<file path="src/rtl/hlkf_pkg.sv">
// Shared constants, payload types and the keyword table of the header line keyword filter.
package hlkf_pkg;

	localparam int unsigned CHUNK_BYTES  = 4095;
	localparam int unsigned WINDOW_BYTES = 26;
	localparam int unsigned HIST_BYTES   = WINDOW_BYTES - 1;
	localparam int unsigned KEY_BITS     = 8 * WINDOW_BYTES;
	localparam int unsigned COUNT_W      = $clog2(CHUNK_BYTES + 1);
	localparam int unsigned LEN_W        = 12;
	localparam int unsigned KW_COUNT     = 37;
	localparam int unsigned PREFIX_LEN   = 4;

	localparam logic [7:0] CHAR_NL   = 8'h0a;
	localparam logic [7:0] CHAR_NULL = 8'h00;

	typedef logic [COUNT_W-1:0] count_t;
	typedef logic [HIST_BYTES-1:0][7:0] window_t;

	typedef struct packed {
		logic [7:0] text_byte;
		logic       stream_done;
	} in_word_t;

	typedef struct packed {
		logic             keep_line;
		logic [LEN_W-1:0] chunk_length;
	} out_word_t;

	// Line prefix that drops a chunk; byte 3 is the first character.
	localparam logic [PREFIX_LEN-1:0][7:0] PREFIX_WORD = "From";

	// Keywords, right aligned and zero padded: byte 0 is the last character.
	localparam logic [KEY_BITS-1:0] KEYWORDS [KW_COUNT] = '{
		"From:", "Date:", "Subject:", "SUBJECT:", "To:", "Re:", "Status:",
		"MIME-Version:", "MIME-version:", "Content-Type:", "Return-Path:",
		"Received:", "In-Reply-To:", "Message-ID:", "http:", "www",
		"Newsgroups:", "Content-Transfer-Encoding:", "Content-transfer-encoding:",
		"Appearently-To:", "Message-Id:", "X-Sender:", "X-Mailer:",
		"Mime-Version:", "CC:", "Cc:", "cc:", "X-Sun-Charset:", "Sender:",
		"Orgnaization:", "References:", "X-Loop:", "In-reply-to", "X-UIDL:",
		"X-MSMail-Priority", "X-Priority",
		KEY_BITS'(80'h74656c65706f7274616c) // site name, given in hex
	};

endpackage

</file>
<file path="src/rtl/hlkf_in_if.sv">
// Input word channel of the header line keyword filter.
interface hlkf_in_if;
	import hlkf_pkg::*;

	logic     valid;
	logic     ready;
	in_word_t data;

	modport source (output valid, output data, input ready);
	modport sink (input valid, input data, output ready);
endinterface

</file>
<file path="src/rtl/hlkf_out_if.sv">
// Result word channel of the header line keyword filter.
interface hlkf_out_if;
	import hlkf_pkg::*;

	logic      valid;
	logic      ready;
	out_word_t data;

	modport source (output valid, output data, input ready);
	modport sink (input valid, input data, output ready);
endinterface

</file>
<file path="src/rtl/hlkf_match.sv">
// Parallel keyword compare of the newest byte against the history window.
module hlkf_match (
	input  logic [7:0]       cur_byte,
	input  hlkf_pkg::window_t history,
	input  hlkf_pkg::count_t  count,
	output logic             hit
);
	import hlkf_pkg::*;

	logic [KW_COUNT-1:0] kw_ok;

	always_comb begin
		logic [7:0] key_byte;
		logic [7:0] win_byte;
		for (int unsigned w = 0; w < KW_COUNT; w++) begin
			kw_ok[w] = 1'b1;
			for (int unsigned k = 0; k < WINDOW_BYTES; k++) begin
				key_byte = KEYWORDS[w][8*k +: 8];
				win_byte = (k == 0) ? cur_byte : history[(k == 0) ? 0 : k - 1];
				// key bytes are never zero; a zero marks padding past its start
				if (key_byte != CHAR_NULL) begin
					if (COUNT_W'(k) >= count || win_byte != key_byte)
						kw_ok[w] = 1'b0;
				end
			end
		end
		hit = |kw_ok;
	end
endmodule

</file>
<file path="src/rtl/header_line_keyword_filter.sv">
// Top level of the header line keyword filter: chunking, prefix check and result register.
//
// Splits a byte stream into chunks and returns one word per chunk: keep_line is 0
// when the chunk starts with "From" or holds one of the fixed header keywords
// (case sensitive, all bytes within the chunk), and chunk_length counts its bytes
// with the newline. A chunk closes on a newline, at CHUNK_BYTES bytes, or on a word
// with stream_done set while bytes are open; stream_done on an empty chunk yields
// nothing. A zero byte removes itself and the rest of its chunk from matching.
// Each accepted word is registered, then checked combinationally against all
// keywords at once over a history of the last 25 bytes; the verdict lands in an
// output register. One input word per clock is taken sustained, and a word is
// still taken while a finished verdict waits on the output, unless the registered
// word closes another chunk; then input stalls until the waiting verdict is read.
module header_line_keyword_filter (
	input  logic clk,
	input  logic arst_n,
	hlkf_in_if.sink    text,
	hlkf_out_if.source verdict
);
	import hlkf_pkg::*;

	// input register
	logic       valid_s1;
	logic [7:0] byte_s1;
	logic       done_s1;

	// chunk state
	window_t recent_q;
	logic    hit_q;
	count_t  count_q;
	logic    prefix_q;
	logic    null_q;

	// result register
	logic             res_valid_q;
	logic             keep_q;
	logic [LEN_W-1:0] len_q;

	count_t count_next;
	logic   null_next;
	logic   in_prefix;
	logic   prefix_fail;
	logic   prefix_hit;
	logic   kw_hit;
	logic   hit_next;
	logic   emits;
	logic   res_free;
	logic   fire;

	assign count_next = count_q + COUNT_W'(1);
	assign null_next  = null_q | (byte_s1 == CHAR_NULL);
	assign in_prefix  = count_q < COUNT_W'(PREFIX_LEN);

	// prefix check runs on the first four bytes only
	assign prefix_fail = in_prefix &&
		(null_next || byte_s1 != PREFIX_WORD[2'd3 - count_q[1:0]]);
	assign prefix_hit  = in_prefix && count_q[1:0] == 2'd3 && !prefix_fail && prefix_q;

	hlkf_match u_match (
		.cur_byte (byte_s1),
		.history  (recent_q),
		.count    (count_next),
		.hit      (kw_hit)
	);

	assign hit_next = hit_q | prefix_hit | (kw_hit & ~null_next);

	// a done word closes only a non-empty chunk
	assign emits = done_s1 ? (count_q != '0)
	                       : (byte_s1 == CHAR_NL || count_next >= COUNT_W'(CHUNK_BYTES));

	assign res_free   = !res_valid_q || verdict.ready;
	assign fire       = valid_s1 && (!emits || res_free);
	assign text.ready = !valid_s1 || fire;

	always_ff @(posedge clk or negedge arst_n) begin
		if (!arst_n) begin
			valid_s1 <= 1'b0;
		end else if (text.ready) begin
			valid_s1 <= text.valid;
		end
	end

	always_ff @(posedge clk) begin
		if (text.ready && text.valid) begin
			byte_s1 <= text.data.text_byte;
			done_s1 <= text.data.stream_done;
		end
	end

	always_ff @(posedge clk or negedge arst_n) begin
		if (!arst_n) begin
			recent_q <= '0;
			hit_q    <= 1'b0;
			count_q  <= '0;
			prefix_q <= 1'b1;
			null_q   <= 1'b0;
		end else if (fire) begin
			if (!done_s1) begin
				recent_q <= {recent_q[HIST_BYTES-2:0], byte_s1};
			end
			if (emits) begin
				hit_q    <= 1'b0;
				count_q  <= '0;
				prefix_q <= 1'b1;
				null_q   <= 1'b0;
			end else if (!done_s1) begin
				hit_q    <= hit_next;
				count_q  <= count_next;
				prefix_q <= prefix_q & ~prefix_fail;
				null_q   <= null_next;
			end
		end
	end

	always_ff @(posedge clk or negedge arst_n) begin
		if (!arst_n) begin
			res_valid_q <= 1'b0;
		end else if (fire && emits) begin
			res_valid_q <= 1'b1;
		end else if (verdict.ready) begin
			res_valid_q <= 1'b0;
		end
	end

	always_ff @(posedge clk) begin
		if (fire && emits) begin
			keep_q <= done_s1 ? ~hit_q : ~hit_next;
			len_q  <= done_s1 ? LEN_W'(count_q) : LEN_W'(count_next);
		end
	end

	assign verdict.valid             = res_valid_q;
	assign verdict.data.keep_line    = keep_q;
	assign verdict.data.chunk_length = len_q;

	// open chunk never reaches the chunk limit
	a_count_bound: assert property (@(posedge clk) disable iff (!arst_n)
		count_q < COUNT_W'(CHUNK_BYTES))
		else $error("chunk byte count out of range");

	// a reported chunk always holds at least one byte
	a_len_nonzero: assert property (@(posedge clk) disable iff (!arst_n)
		res_valid_q |-> len_q != '0)
		else $error("empty chunk reported");

	// closing a chunk restarts the count
	a_close_clears: assert property (@(posedge clk) disable iff (!arst_n)
		(fire && emits) |=> count_q == '0)
		else $error("chunk state not cleared on close");

	// an empty chunk carries no leftover match state
	a_empty_clean: assert property (@(posedge clk) disable iff (!arst_n)
		count_q == '0 |-> (prefix_q && !hit_q && !null_q))
		else $error("stale state in empty chunk");
endmodule

</file>
<file path="src/flat_wrapper.sv">
// flat-port wrapper written by rule: the top's interface ports become plain ports
module header_line_keyword_filter_flat import hlkf_pkg::*;
  (clk, arst_n, text_valid, text_data, text_ready, verdict_valid, verdict_data, verdict_ready);
  hlkf_in_if text_i ();
  hlkf_out_if verdict_i ();
  input  logic clk;
  input  logic arst_n;
  input wire logic [$bits(text_i.valid)-1:0] text_valid;
  input wire logic [$bits(text_i.data)-1:0] text_data;
  output wire logic [$bits(text_i.ready)-1:0] text_ready;
  output wire logic [$bits(verdict_i.valid)-1:0] verdict_valid;
  output wire logic [$bits(verdict_i.data)-1:0] verdict_data;
  input wire logic [$bits(verdict_i.ready)-1:0] verdict_ready;
  assign text_i.valid = text_valid;
  assign text_i.data = text_data;
  assign text_ready = text_i.ready;
  assign verdict_valid = verdict_i.valid;
  assign verdict_data = verdict_i.data;
  assign verdict_i.ready = verdict_ready;
  header_line_keyword_filter u_core (.clk(clk), .arst_n(arst_n), .text(text_i), .verdict(verdict_i));
endmodule
</file>
<file path="config.mk">
export PLATFORM = sky130hd
export DESIGN_NAME = header_line_keyword_filter_flat
export DESIGN_NICKNAME = d
export VERILOG_FILES = /design/src/rtl/hlkf_pkg.sv /design/src/rtl/hlkf_in_if.sv /design/src/rtl/hlkf_out_if.sv /design/src/rtl/hlkf_match.sv /design/src/rtl/header_line_keyword_filter.sv /design/src/flat_wrapper.sv
export SDC_FILE = /design/constraint.sdc
export NUM_CORES = 1
export LEC_CHECK = 0
export BUFFER_PORTS_ARGS = -buffer_cell sky130_fd_sc_hd__buf_4
export CAP_MARGIN = 25
export CORE_MARGIN = 2
export CORE_UTILIZATION = 55
export DETAILED_ROUTE_END_ITERATION = 8
export GPL_TIMING_DRIVEN = 0
export PLACE_DENSITY = 0.74
export SYNTH_ARGS = -nofsm -noshare
export SYNTH_HDL_FRONTEND = slang
export SYNTH_SLANG_ARGS = --single-unit
</file>
<file path="constraint.sdc">
create_clock -name clk -period 3.46 [get_ports clk]
set_input_delay 0.692 -clock clk [delete_from_list [all_inputs] [get_ports clk]]
set_output_delay 0.692 -clock clk [all_outputs]
set_load 0.05 [all_outputs]
</file>
* Word level (Yosys, flattened, before mapping) *
Index checks and enable logic that the tools add are counted.

operators by class
  order comparisons = 29
  equal/unequal tests = 182
  multipliers = 0
  multiplexer cells = 293
  reduce and logical (&&, ||, !) cells = 200
  bitwise gates (word level) = 10
  divide/modulo/power cells = 0
  add/subtract/negate cells = 2
  shift operators = 0

operators by type and width
  operator                                                                             number
  8-bit by 7-bit != test with 1-bit output, second input constant                      168
  1-bit two-way mux                                                                    289
  1-bit logical OR                                                                     183
  5-bit by 12-bit greater-or-equal comparator with 1-bit output, first input constant  10
  4-bit by 12-bit greater-or-equal comparator with 1-bit output, first input constant  8
  8-bit by 6-bit != test with 1-bit output, second input constant                      10
  3-bit by 12-bit greater-or-equal comparator with 1-bit output, first input constant  4
  37-bit OR reduction                                                                  1
  1-bit by 12-bit greater-or-equal comparator with 1-bit output, first input constant  2
  2-bit by 12-bit greater-or-equal comparator with 1-bit output, first input constant  2
  12-bit two-way mux                                                                   2
  8-bit binary-select mux with 2-bit select                                            1
  12-bit by 1-bit adder with 12-bit output, second input constant                      1
  12-bit greater-or-equal comparator, second input constant                            1
  12-bit by 3-bit less-than comparator with 1-bit output, second input constant        1
  12-bit nonzero test                                                                  1
  8-bit by 4-bit == test with 1-bit output, second input constant                      1
  8-bit zero test                                                                      1
  8-bit two-way mux                                                                    1
  8-bit != test                                                                        1
  1-bit logical AND                                                                    7
  1-bit NOT                                                                            5
  1-bit zero test                                                                      4
  2-bit AND reduction                                                                  2
  7 further kinds                                                                      10

word-level totals
  bits in latches = 0
  bits in read-only memories = 0
  output and inout bits = 15
  memory bits (writable) = 0
  register bits = 239
  input port bits = 13
  memories = 0

* Logic depth before layout (Yosys ltp) *
Gate-level depths: netlist of the first run.

  word-level depth = 34
  depth in mapped cells = 13

* Cells and area by module *
A second synthesis of the first run with hierarchy kept.

second synthesis, totals
  cell total of the unflattened synthesis = 1102
  area, all modules = 12897.4 µm²

by module, submodules not included
  module                      area an instance (µm²)  sequential area each (µm²)  instances  cells each
  header_line_keyword_filter  9629.2                  6092.1                      1          617
  hlkf_match                  3268.1                  0.0                         1          485

* Least setup slack after synthesis of the first run *
OpenSTA, ideal clock, no wires.

  kind = reg2reg
  start point = reg u_core.count_q[0]
  end point = reg u_core.hit_q
  stages on the path, launching flop included = 14
  path slack = 100 ps
  period minus slack after synthesis = 3360 ps
  data arrival time = 3239 ps
  setup time = 121 ps
  buffers on the path = 2
  path through = dfrtp_1 > ha_1 > and2_1 > buf_6 > or4_1 > o211a_4 > or4_1 > buf_2 > o2111ai_1 > o32ai_1 > a32o_1 > nor4_2 > nand3_1 > a22o_1

on the way
  longest elaborated chain between the ends = 34

ends and longest elaborated chain
  what                                                           line                               source
  from (decl)                                                    header_line_keyword_filter.sv:30   count_t count_q;
  from (signal assigned)                                         header_line_keyword_filter.sv:109  count_q <= count_next;
  12-bit by 1-bit adder with 12-bit output                       header_line_keyword_filter.sv:50   assign count_next = count_q + COUNT_W'(1);
  1-bit by 12-bit greater-or-equal comparator with 1-bit output  hlkf_match.sv:22                   if (COUNT_W'(k) >= count || win_byte != key_byte)
  1-bit logical OR                                               hlkf_match.sv:22
  1-bit two-way mux (26 in a row)                                hlkf_match.sv:22
  37-bit OR reduction                                            hlkf_match.sv:27                   hit = |kw_ok;
  1-bit AND                                                      header_line_keyword_filter.sv:66   assign hit_next = hit_q | prefix_hit | (kw_hit & ~null_next);
  1-bit OR                                                       header_line_keyword_filter.sv:66
  1-bit two-way mux                                              header_line_keyword_filter.sv:107  end else if (!done_s1) begin
  1-bit two-way mux                                              header_line_keyword_filter.sv:102  if (emits) begin
  to (signal assigned)                                           header_line_keyword_filter.sv:108  hit_q <= hit_next;
  to (decl)                                                      header_line_keyword_filter.sv:29   logic hit_q;

Parallel ways exist; a longest one is shown, timed or not. The select of a mux whose other input is x is not followed.
A chain may end at the register's enable or synchronous reset.

* Worst setup path after layout of the first run *
  start point = reg u_core.count_q[0]
  end point = out text_ready

on the way
  longest elaborated chain between the ends = 8

ends and longest elaborated chain
  what                                      line                              source
  12-bit by 1-bit adder with 12-bit output  header_line_keyword_filter.sv:50
  12-bit greater-or-equal comparator        header_line_keyword_filter.sv:70  : (byte_s1 == CHAR_NL || count_next >= COUNT_W'(CHUNK_BYTES));
  1-bit logical OR                          header_line_keyword_filter.sv:70
  1-bit two-way mux *                       header_line_keyword_filter.sv:69  assign emits = done_s1 ? (count_q != '0)
  1-bit zero test *                         header_line_keyword_filter.sv:73  assign fire = valid_s1 && (!emits || res_free);
  1-bit logical OR *                        header_line_keyword_filter.sv:73
  1-bit logical AND *                       header_line_keyword_filter.sv:73
  1-bit logical OR *                        header_line_keyword_filter.sv:74  assign text.ready = !valid_s1 || fire;
  to (decl)                                 flat_wrapper.sv:10                output wire logic [$bits(text_i.ready)-1:0] text_ready;

Every way passes the cells marked *; elsewhere a longest branch is shown, timed or not.

==> results of run 1 <==
## final cells by class
type                            count  share of cell area
Buffer                             54              0.0216
Tap cell                          285              0.0243
Sequential cell                   239               0.415
Clock buffer                       33              0.0482
Clock inverter                     13             0.00690
Multi-Input combinational cell    817               0.448
Inverter                           14             0.00358
Timing Repair Buffer               53              0.0322
## logic make-up (layout without fill, tap and decap cells)
family                   after synthesis  count (layout)  share of synthesized area
adder cells (fa/ha/maj)                6               6                    0.00592
AO/OA/AOI/OAI                        106             106                     0.0654
multiplexers                         199             199                      0.176
AND/OR/NAND/NOR                      483             484                      0.230
XOR/XNOR                              22              22                     0.0152
buffers and inverters                 73             167                     0.0268
flip-flops                           239             239                      0.480
## worst paths after layout
path	start	end	slack [ps]	depth (start not counted)
max	u_core.count_q[0]$_DFFE_PN0P_	text_ready	-180	10
min	arst_n	u_core.recent_q[18]$_DFFE_PN0P_	150	1
max reg2reg	u_core.count_q[8]$_DFFE_PN0P_	u_core.hit_q$_DFFE_PN0P_	-140	11
min reg2reg	u_core.prefix_q$_DFFE_PN1P_	u_core.prefix_q$_DFFE_PN1P_	470	2
max in group asynchronous	arst_n	u_core.recent_q[195]$_DFFE_PN0P_	2240	2
min in group clk	text_data[2]	u_core.byte_s1[1]$_DFFE_PP_	330	1
## synth_stat cells (6+ instances only)
cell         n  area (um2)
a2111oi_0    9        78.8
a21oi_1      9        45.0
a32o_1      12         120
and2_1       6        37.5
and3_1       6        37.5
and4b_1     13         130
buf_2       23         115
buf_4        6        45.0
clkbuf_1    26        97.6
dfrtp_1    216        5410
edfxtp_1    22         661
ha_1         6        75.1
inv_1       14        52.6
mux2_2     197        2220
nand2_1     69         259
nand2b_1    21         131
nand3_1     43         215
nand3b_1    14         105
nand4_1     41         257
nand4b_1    17         149
nor2_1      62         233
nor2b_1     21         131
nor3_1      43         215
nor3b_1      7        52.6
nor4_1      43         269
nor4b_1     15         131
nor4bb_1    16         160
o21ai_0     18        90.1
or3_1       12        75.1
or4_1        7        52.6
xnor2_1     12         105
xor2_1      10        87.6
## power groups by stage
stage | Combinational [uW] | Sequential (uW) | Clock (uW)
finish | 2580 | 4690 | 2630
global placement | 2370 | 4630 | 0
CTS | 2490 | 4630 | 2680
floorplan | 1730 | 4260 | 0
detailed placement | 2420 | 4670 | 0
global route | 2750 | 4770 | 2770
## routing by layer
metal  wire (um)  share of wire
met5           0              0
met4        1700          0.043
met3        2670          0.068
met2       17900           0.45
met1       17100           0.43
## state kept, by name, indices dropped and copies added (netlist names)
| signal | count |
|---|---|
| u_core.byte_s1 | 8 |
| u_core.count_q | 12 |
| u_core.done_s1 | 1 |
| u_core.hit_q | 1 |
| u_core.keep_q | 1 |
| u_core.len_q | 12 |
| u_core.null_q | 1 |
| u_core.prefix_q | 1 |
| u_core.recent_q | 200 |
| u_core.valid_s1 | 1 |
| u_core.verdict.valid | 1 |
## cell usage in the layout (no fill, tap or decap), drive strengths merged, types with 17 or more instances in the layout
cell type	instances
buf	83
clkbuf	57
dfrtp	216
edfxtp	22
inv	17
mux2	197
nand2	70
nand2b	21
nand3	45
nand4	42
nand4b	17
nor2	62
nor2b	21
nor3	44
nor4	45
o21ai	21
## per-stage QoR
step	hold WS, ps	setup TNS [ps]	worst slack [ps]	power (uW)
after floorplan	396	0	100	5990
after global placement	452	-234700	-1420	7000
after detailed placement	462	-126750	-859	7090
after CTS	208	-543	-267	9790
after global routing	229	-694	-282	10300
final	152	-432	-181	9900
## timing repair
action / 4_1_cts / 5_1_grt
pin swaps: 8 / 23
setup endpoints to repair: 238 / 202
gates cloned: 0 / 2
gates resized for setup: 37 / 59
setup buffers: 9 / 13
==> key figures, run 1 <==
Logic synthesis
  – Syn_nets: 1147
  – Sequential area share after synthesis: 0.480
  – Post-synth EDFFs: 22
  – Synth unique cells: 81
  – Mapped Area: ~13000 um2
  – Warnings, synthesis: 0
  – Syn Area/Cell: 11.2 um2
  – Ys flop type: dfrtp_1
  – #FFs+latches synth: 239
  – Post-synthesis cell count: 1128
  – Ys async rst share: 0.908

Layout
  – Final Cell Area: around 15000 um2
  – Net count, final: 1223
  – FILL cells: around 1800
  – Sequential Area: 6090 um2
  – Antenna Cells: 0
  – Final Non-Filler Cells: 1508
  – Area grow syn2layout: 15.7%
  – Utilization after layout: 0.648
  – Footprint of the multi-input gates: 6580 um2
  – Share of layout cells above drive strength 1: 0.316

CTS
  – Hold-fix buffers at CTS: 0
  – Clock Tree Root: clkbuf_16
  – Clock sinks: around 240
  – CTS Buffer Depth: 3
  – Latest clock arrival within the worst-skew pair: 540 ps
  – H-tree levels: 1
  – Clock-pin slew on the worst setup and hold paths: 60 ps
  – Num CTS Buffers: 25
  – CTS tree: done

Power
  – Comb power frac: 0.261
  – Peak VDD IR: 0.622 mV
  – Leak pwr: 0.00594 uW
  – Clock power share: 0.266
  – Net Sw Power: ~3600 uW
  – Flop pwr share: 0.473
  – Switching Share: 0.367
  – Power per Cell Area: 674 nW/um2
  – Int Power: ~6300 uW

STA
  – Fin crit share: 1.05
  – Worst setup margin: -181 ps
  – Final setup fails: 3
  – Skew final: roughly 11 ps
  – Final Hold Fails: 0
  – Rel. slew slack: 0.267
  – Tightest Pin Transition: 1090 ps
  – Fmax: 0.275 GHz
  – Unrepaired setup endpoints after global routing: true
  – Slew Limit Fails: 0
  – Min cycle time layout: between 3000 and 4000 ps

GRT
  – Grt met1 use: 0.454
  – Total gr overflow: 0
  – Initial antenna violation count: 0
  – Met3 usage: 0.0447
  – First-pass GRT wire length: 59.4 mm
  – Busiest grt layer: met2
  – Largest net degree at the start of global routing: 117
  – GRT Overall Usage: 0.320
  – Met2 usage in global routing: 0.505
  – Vias in the first global route: 9894

Placed design
  – Post-Place Cells: 1443
  – Port buffer count: 27
  – Detailed Place HPWL: between 20 and 30 mm
  – Area post-placement: 13300 um2
  – RD Place Congestion: approximately 1.0

Route
  – Initial DRC Count: 939
  – Post-route antenna net violation count: 0
  – # DRC: 0
  – WL final: 39.4 mm
  – Vias per inst: 6.71
  – DRT Pass-1 Iters: 5
  – Wire per inst: ~26 um
  – Routed vias: just over 10000

Critical path
  – Startpoint class of the critical path: register
  – Top cell by count, worst path: o21ai_2
  – Bufs and invs on worst path: 2
  – Crit path max-delay family: compound AO/OA/AOI/OAI gates
  – Endpoint class of the critical path: output pin
  – Critical Path RT: 2770 ps
  – CP Max Fanout: 6
  – Critical path arrival: 2950 ps
  – Max stage delay on crit path: 440 ps
  – Critical path type: register to output pin
  – Cell Chain, Critical Path: ha_4 -> and2_4 -> buf_6 -> o21ai_2 -> nand3_2 -> a2111oi_4 -> a221o_1 -> o21ai_2 -> or3_4 -> buf_8
  – Slowest CP cell: dfrtp_2

Floorplan
  – Core area: 22600 um2
  – Die W: approximately 160 um
  – Die Ht: 156 um
  – Starting Density: 0.560
  – Full die area: 24300 um2
  – Row count: between 50 and 60
  – IO Count: 28

Worst hold path
  – HP Class: input port to async pin

Status
  – Status: complete, but fails checks
  – Failing checks: setup timing

Job
  – Max-Cap Viols: 0
No activity file was read; power rests on OpenSTA's default activity.
==> run 2, diff against run 1 <==
- ABC_AREA: unset -> 1
- SYNTH_HIERARCHICAL: unset -> 1
==> run 2 against run 1 <==
The flow now finishes without violations. First-iteration DRC count up 80%. Clock power is 7.6% higher. Synthesized area up 17%. Setup slack better by 280 ps. Utilization fell by 1.7 points. Sequential power hardly changed. Largest cell class unchanged. Highest routed layer unchanged.
==> key figures, run 2 <==
Power
  – Power per Cell Area: 673 nW/um2 (-0.24%)
  – Net Sw Power: 4930 uW (+36%)
  – Leak pwr: 0.00796 uW (+34%)
  – Switching Share: 0.436 (+0.0688)
  – Comb power frac: 0.339 (+0.078)
  – Peak VDD IR: 0.505 mV (-19%)
  – Clock power share: 0.250 (-0.016)
  – Flop pwr share: 0.411 (-0.062)
  – Int Power: 6390 uW (+1.9%)

Layout
  – Most common cell after layout, fill and taps aside: nand2_1
  – Max reg flops: 200 (unchanged)
  – Most frequent cells in the layout: 749 x nand2_1, 309 x nor2_1, 239 x nand4_1
  – FILL cells: 2472 (+40%)
  – Largest reg by FF count: u_core/recent_q
  – Final Cell Area: 16800 um2 (+15%)
  – Net count, final: 2286 (+87%)
  – Share of layout cells above drive strength 1: 0.0945 (-0.222)
  – Area grow syn2layout: 13.8%
  – Top flop regs: u_core/recent_q (200), u_core/count_q (12), u_core/len_q (12)
  – Utilization after layout: 0.631 (-0.0171)

CTS
  – CTS tree: done
  – Latest clock arrival within the worst-skew pair: 550 ps (about the same)
  – Hold-fix buffers at CTS: 0 (unchanged)
  – H-tree levels: 1 (unchanged)
  – Num CTS Buffers: 26 (+4.0%)
  – CTS Buffer Depth: 3 (unchanged)
  – Clock Tree Root: clkbuf_16
  – Clock-pin slew on the worst setup and hold paths: 60 ps (about the same)
  – Clock sinks: 239 (unchanged)

Route
  – WL final: 50.0 mm (+27%)
  – Wire per inst: 19.0 um (-27%)
  – Vias per inst: 5.83 (-13%)
  – Routed vias: 15300 (+51%)
  – DRT Pass-1 Iters: 6 (+1)
  – Initial DRC Count: 1690 (+80%)
  – Post-route antenna net violation count: 0 (unchanged)
  – # DRC: 0 (unchanged)

Logic synthesis
  – Synth Area in Compound Gates: 0.0134 (-0.0520)
  – Post-synthesis cell count: 2186 (+94%)
  – Ys async rst share: 0.908 (unchanged)
  – Top cells by area, synth: dfrtp_1 37%, nand2_1 19%, nand4_1 10%
  – Synth area leader: dfrtp_1
  – Yosys top cell area share: 0.366 (-0.0605)
  – Post-synthesis simple-gate area fraction: 0.473 (+0.243)
  – Syn Area/Cell: 6.76 um2 (-40%)
  – Warnings, synthesis: 6 (+6)
  – Post-synthesis mux area share: 0 (-0.176)
  – Mapped Area: 14800 um2 (+17%)
  – Post-Synth XOR/XNOR Area: 0.00178 (-0.0134)
  – Adder-Cell Fraction of Synth Area: 0.00508 (-0.000841)
  – Ys flop type: dfrtp_1
  – #FFs+latches synth: 239 (unchanged)
  – Largest family of logic cells by synthesized area: simple AND/OR/NAND/NOR gates
  – Sequential area share after synthesis: 0.412 (-0.0682)
  – Post-synth EDFFs: 22 (unchanged)
  – Syn_nets: 2205 (+92%)
  – Synth unique cells: 41 (-49%)
  – Post-synth top cells: 762 x nand2_1, 331 x nor2_1, 239 x nand4_1
  – Most frequent cell after synthesis: nand2_1

Critical path
  – Critical Path RT: 3890 ps (+1120 ps)
  – Crit path max-delay family: simple AND/OR/NAND/NOR gates
  – Top cell by count, worst path: nand2_1
  – Startpoint class of the critical path: register
  – Critical path type: register to register
  – Crit path launch: u_core/count_q[0]$_DFFE_PN0P_
  – RR Startpoint: u_core/count_q[0]$_DFFE_PN0P_
  – Slowest CP cell: dfrtp_2
  – Bufs and invs on worst path: 4 (+2)
  – Max stage delay on crit path: 470 ps (+30 ps)
  – Endpoint class of the critical path: register
  – CP Max Fanout: 5 (-1)
  – Critical path arrival: 3800 ps (+850 ps)

Floorplan
  – Row count: 60 (+9.1%)
  – Starting Density: 0.555 (-0.00548)
  – Core area: 26700 um2 (+18%)
  – Die Ht: 168 um (+7.8%)
  – Die W: 168 um (+7.8%)
  – IO Count: 28 (unchanged)
  – Full die area: 28200 um2 (+16%)

Job
  – Max-Cap Viols: 0 (unchanged)

STA
  – Setup TNS: 0 ps (+432 ps)
  – Min cycle time layout: 3360 ps (-279 ps)
  – Fmax: 0.298 GHz (+8.3%)
  – Hold WS: 150 ps (-1.36 ps)
  – Unrepaired setup endpoints after global routing: true
  – Rel. slew slack: 0.283 (+0.0159)
  – Final setup fails: 0 (-3)
  – Fin crit share: 0.971 (-0.0807)
  – Worst setup margin: 98.7 ps (+279 ps)
  – Skew final: 11.0 ps (-0.252 ps)
  – Slew Limit Fails: 0 (unchanged)
  – Final Hold Fails: 0 (unchanged)
  – Tightest Pin Transition: 1080 ps (-13.9 ps)

GRT
  – Total gr overflow: 0 (unchanged)
  – First-pass GRT wire length: 76.4 mm (+29%)
  – Vias in the first global route: 13700 (+38%)
  – GRT Overall Usage: 0.348 (+0.0283)
  – Largest net degree at the start of global routing: 121 (+3.4%)
  – Initial antenna violation count: 1 (+1)

Placed design
  – Pre-CTS WS: -482 ps (+377 ps)
  – Detailed Place HPWL: 37.8 mm (+33%)
  – Area post-placement: 15400 um2 (+16%)
  – Port buffer count: 27 (unchanged)
  – RD Place Congestion: 1.03 (+2.6%)

Worst hold path
  – HP Class: input port to async pin

Status
  – Status: complete, no violations
-- run 2: cell count changes after synthesis, sizes merged, moves of 17 or more --
cell | before | now
nand2 | 70 | 772
nand2b | 21 | 0
nand4b | 17 | 0
nand4 | 42 | 239
nand3 | 44 | 150
mux2 | 197 | 0
nor2b | 21 | 2
nor3 | 44 | 65
clkbuf | 26 | 48
buf | 33 | 54
inv | 14 | 210
nor4 | 45 | 4
nor2 | 62 | 334
-- run 2: per-layer routing --
metal	global-route usage	wire length, um	share of wire
met1	0.508	22200	0.44
met2	0.518	21300	0.42
met3	0.0762	4850	0.097
met4	0.110	1760	0.035
met5	0	0	0
-- run 2: area by class of cell --
| class | instances | area (um2) | area share |
|---|---|---|---|
| clock buffers | 37 | 722 | 0.0429 |
| well taps | 341 | 427 | 0.0254 |
| flip-flops and latches | 239 | 6100 | 0.362 |
| inverters | 211 | 801 | 0.0476 |
| repair buffers | 52 | 463 | 0.0275 |
| plain buffers | 102 | 617 | 0.0367 |
| diodes | 1 | 2.50 | 0.000149 |
| clock inverters | 10 | 143 | 0.00848 |
| multi-input cells | 1635 | 7550 | 0.449 |
-- run 2: per-stage QoR --
step / cells / total power (uW)
2_1_floorplan: 2186 / 6630
3_3_place_gp: 2554 / 7930
3_5_place_dp: 2555 / 8020
4_1_cts: 2604 / 10900
5_1_grt: 2627 / 11900
6_report: 2628 / 11300
-- run 2: power by group through the flow --
stage | logic (uW) | registers [uW] | clock network [uW]
6_report | 3840 | 4660 | 2830
5_1_grt | 4200 | 4740 | 2960
4_1_cts | 3440 | 4610 | 2880
3_5_place_dp | 3390 | 4630 | 0
3_3_place_gp | 3310 | 4620 | 0
2_1_floorplan | 2340 | 4300 | 0
-- run 2: worst paths after layout --
kind	endpoint	slack, ps	cells past startpoint
max	u_core/hit_q$_DFFE_PN0P_	100	25
min	u_core/recent_q[20]$_DFFE_PN0P_	150	1
max reg2reg	u_core/hit_q$_DFFE_PN0P_	100	25
min reg2reg	u_core/recent_q[193]$_DFFE_PN0P_	470	2
max in group asynchronous	u_core/recent_q[146]$_DFFE_PN0P_	2240	2
min in group clk	u_core/byte_s1[1]$_DFFE_PP_	320	1
-- run 2: cell families after synthesis --
| kind of cell | after synthesis |
|---|---|
| compound gates | 38 |
| xor+xnor | 3 |
| fa+ha+maj | 6 |
| buf+inv | 313 |
| flops | 239 |
| simple gates | 1587 |
-- run 2: what timing repair did --
action,4_1_cts,5_1_grt
pin swaps,1,27
resized for setup,14,70
buffers inserted,2,21
setup endpoints to repair,3,3
cloned,0,2
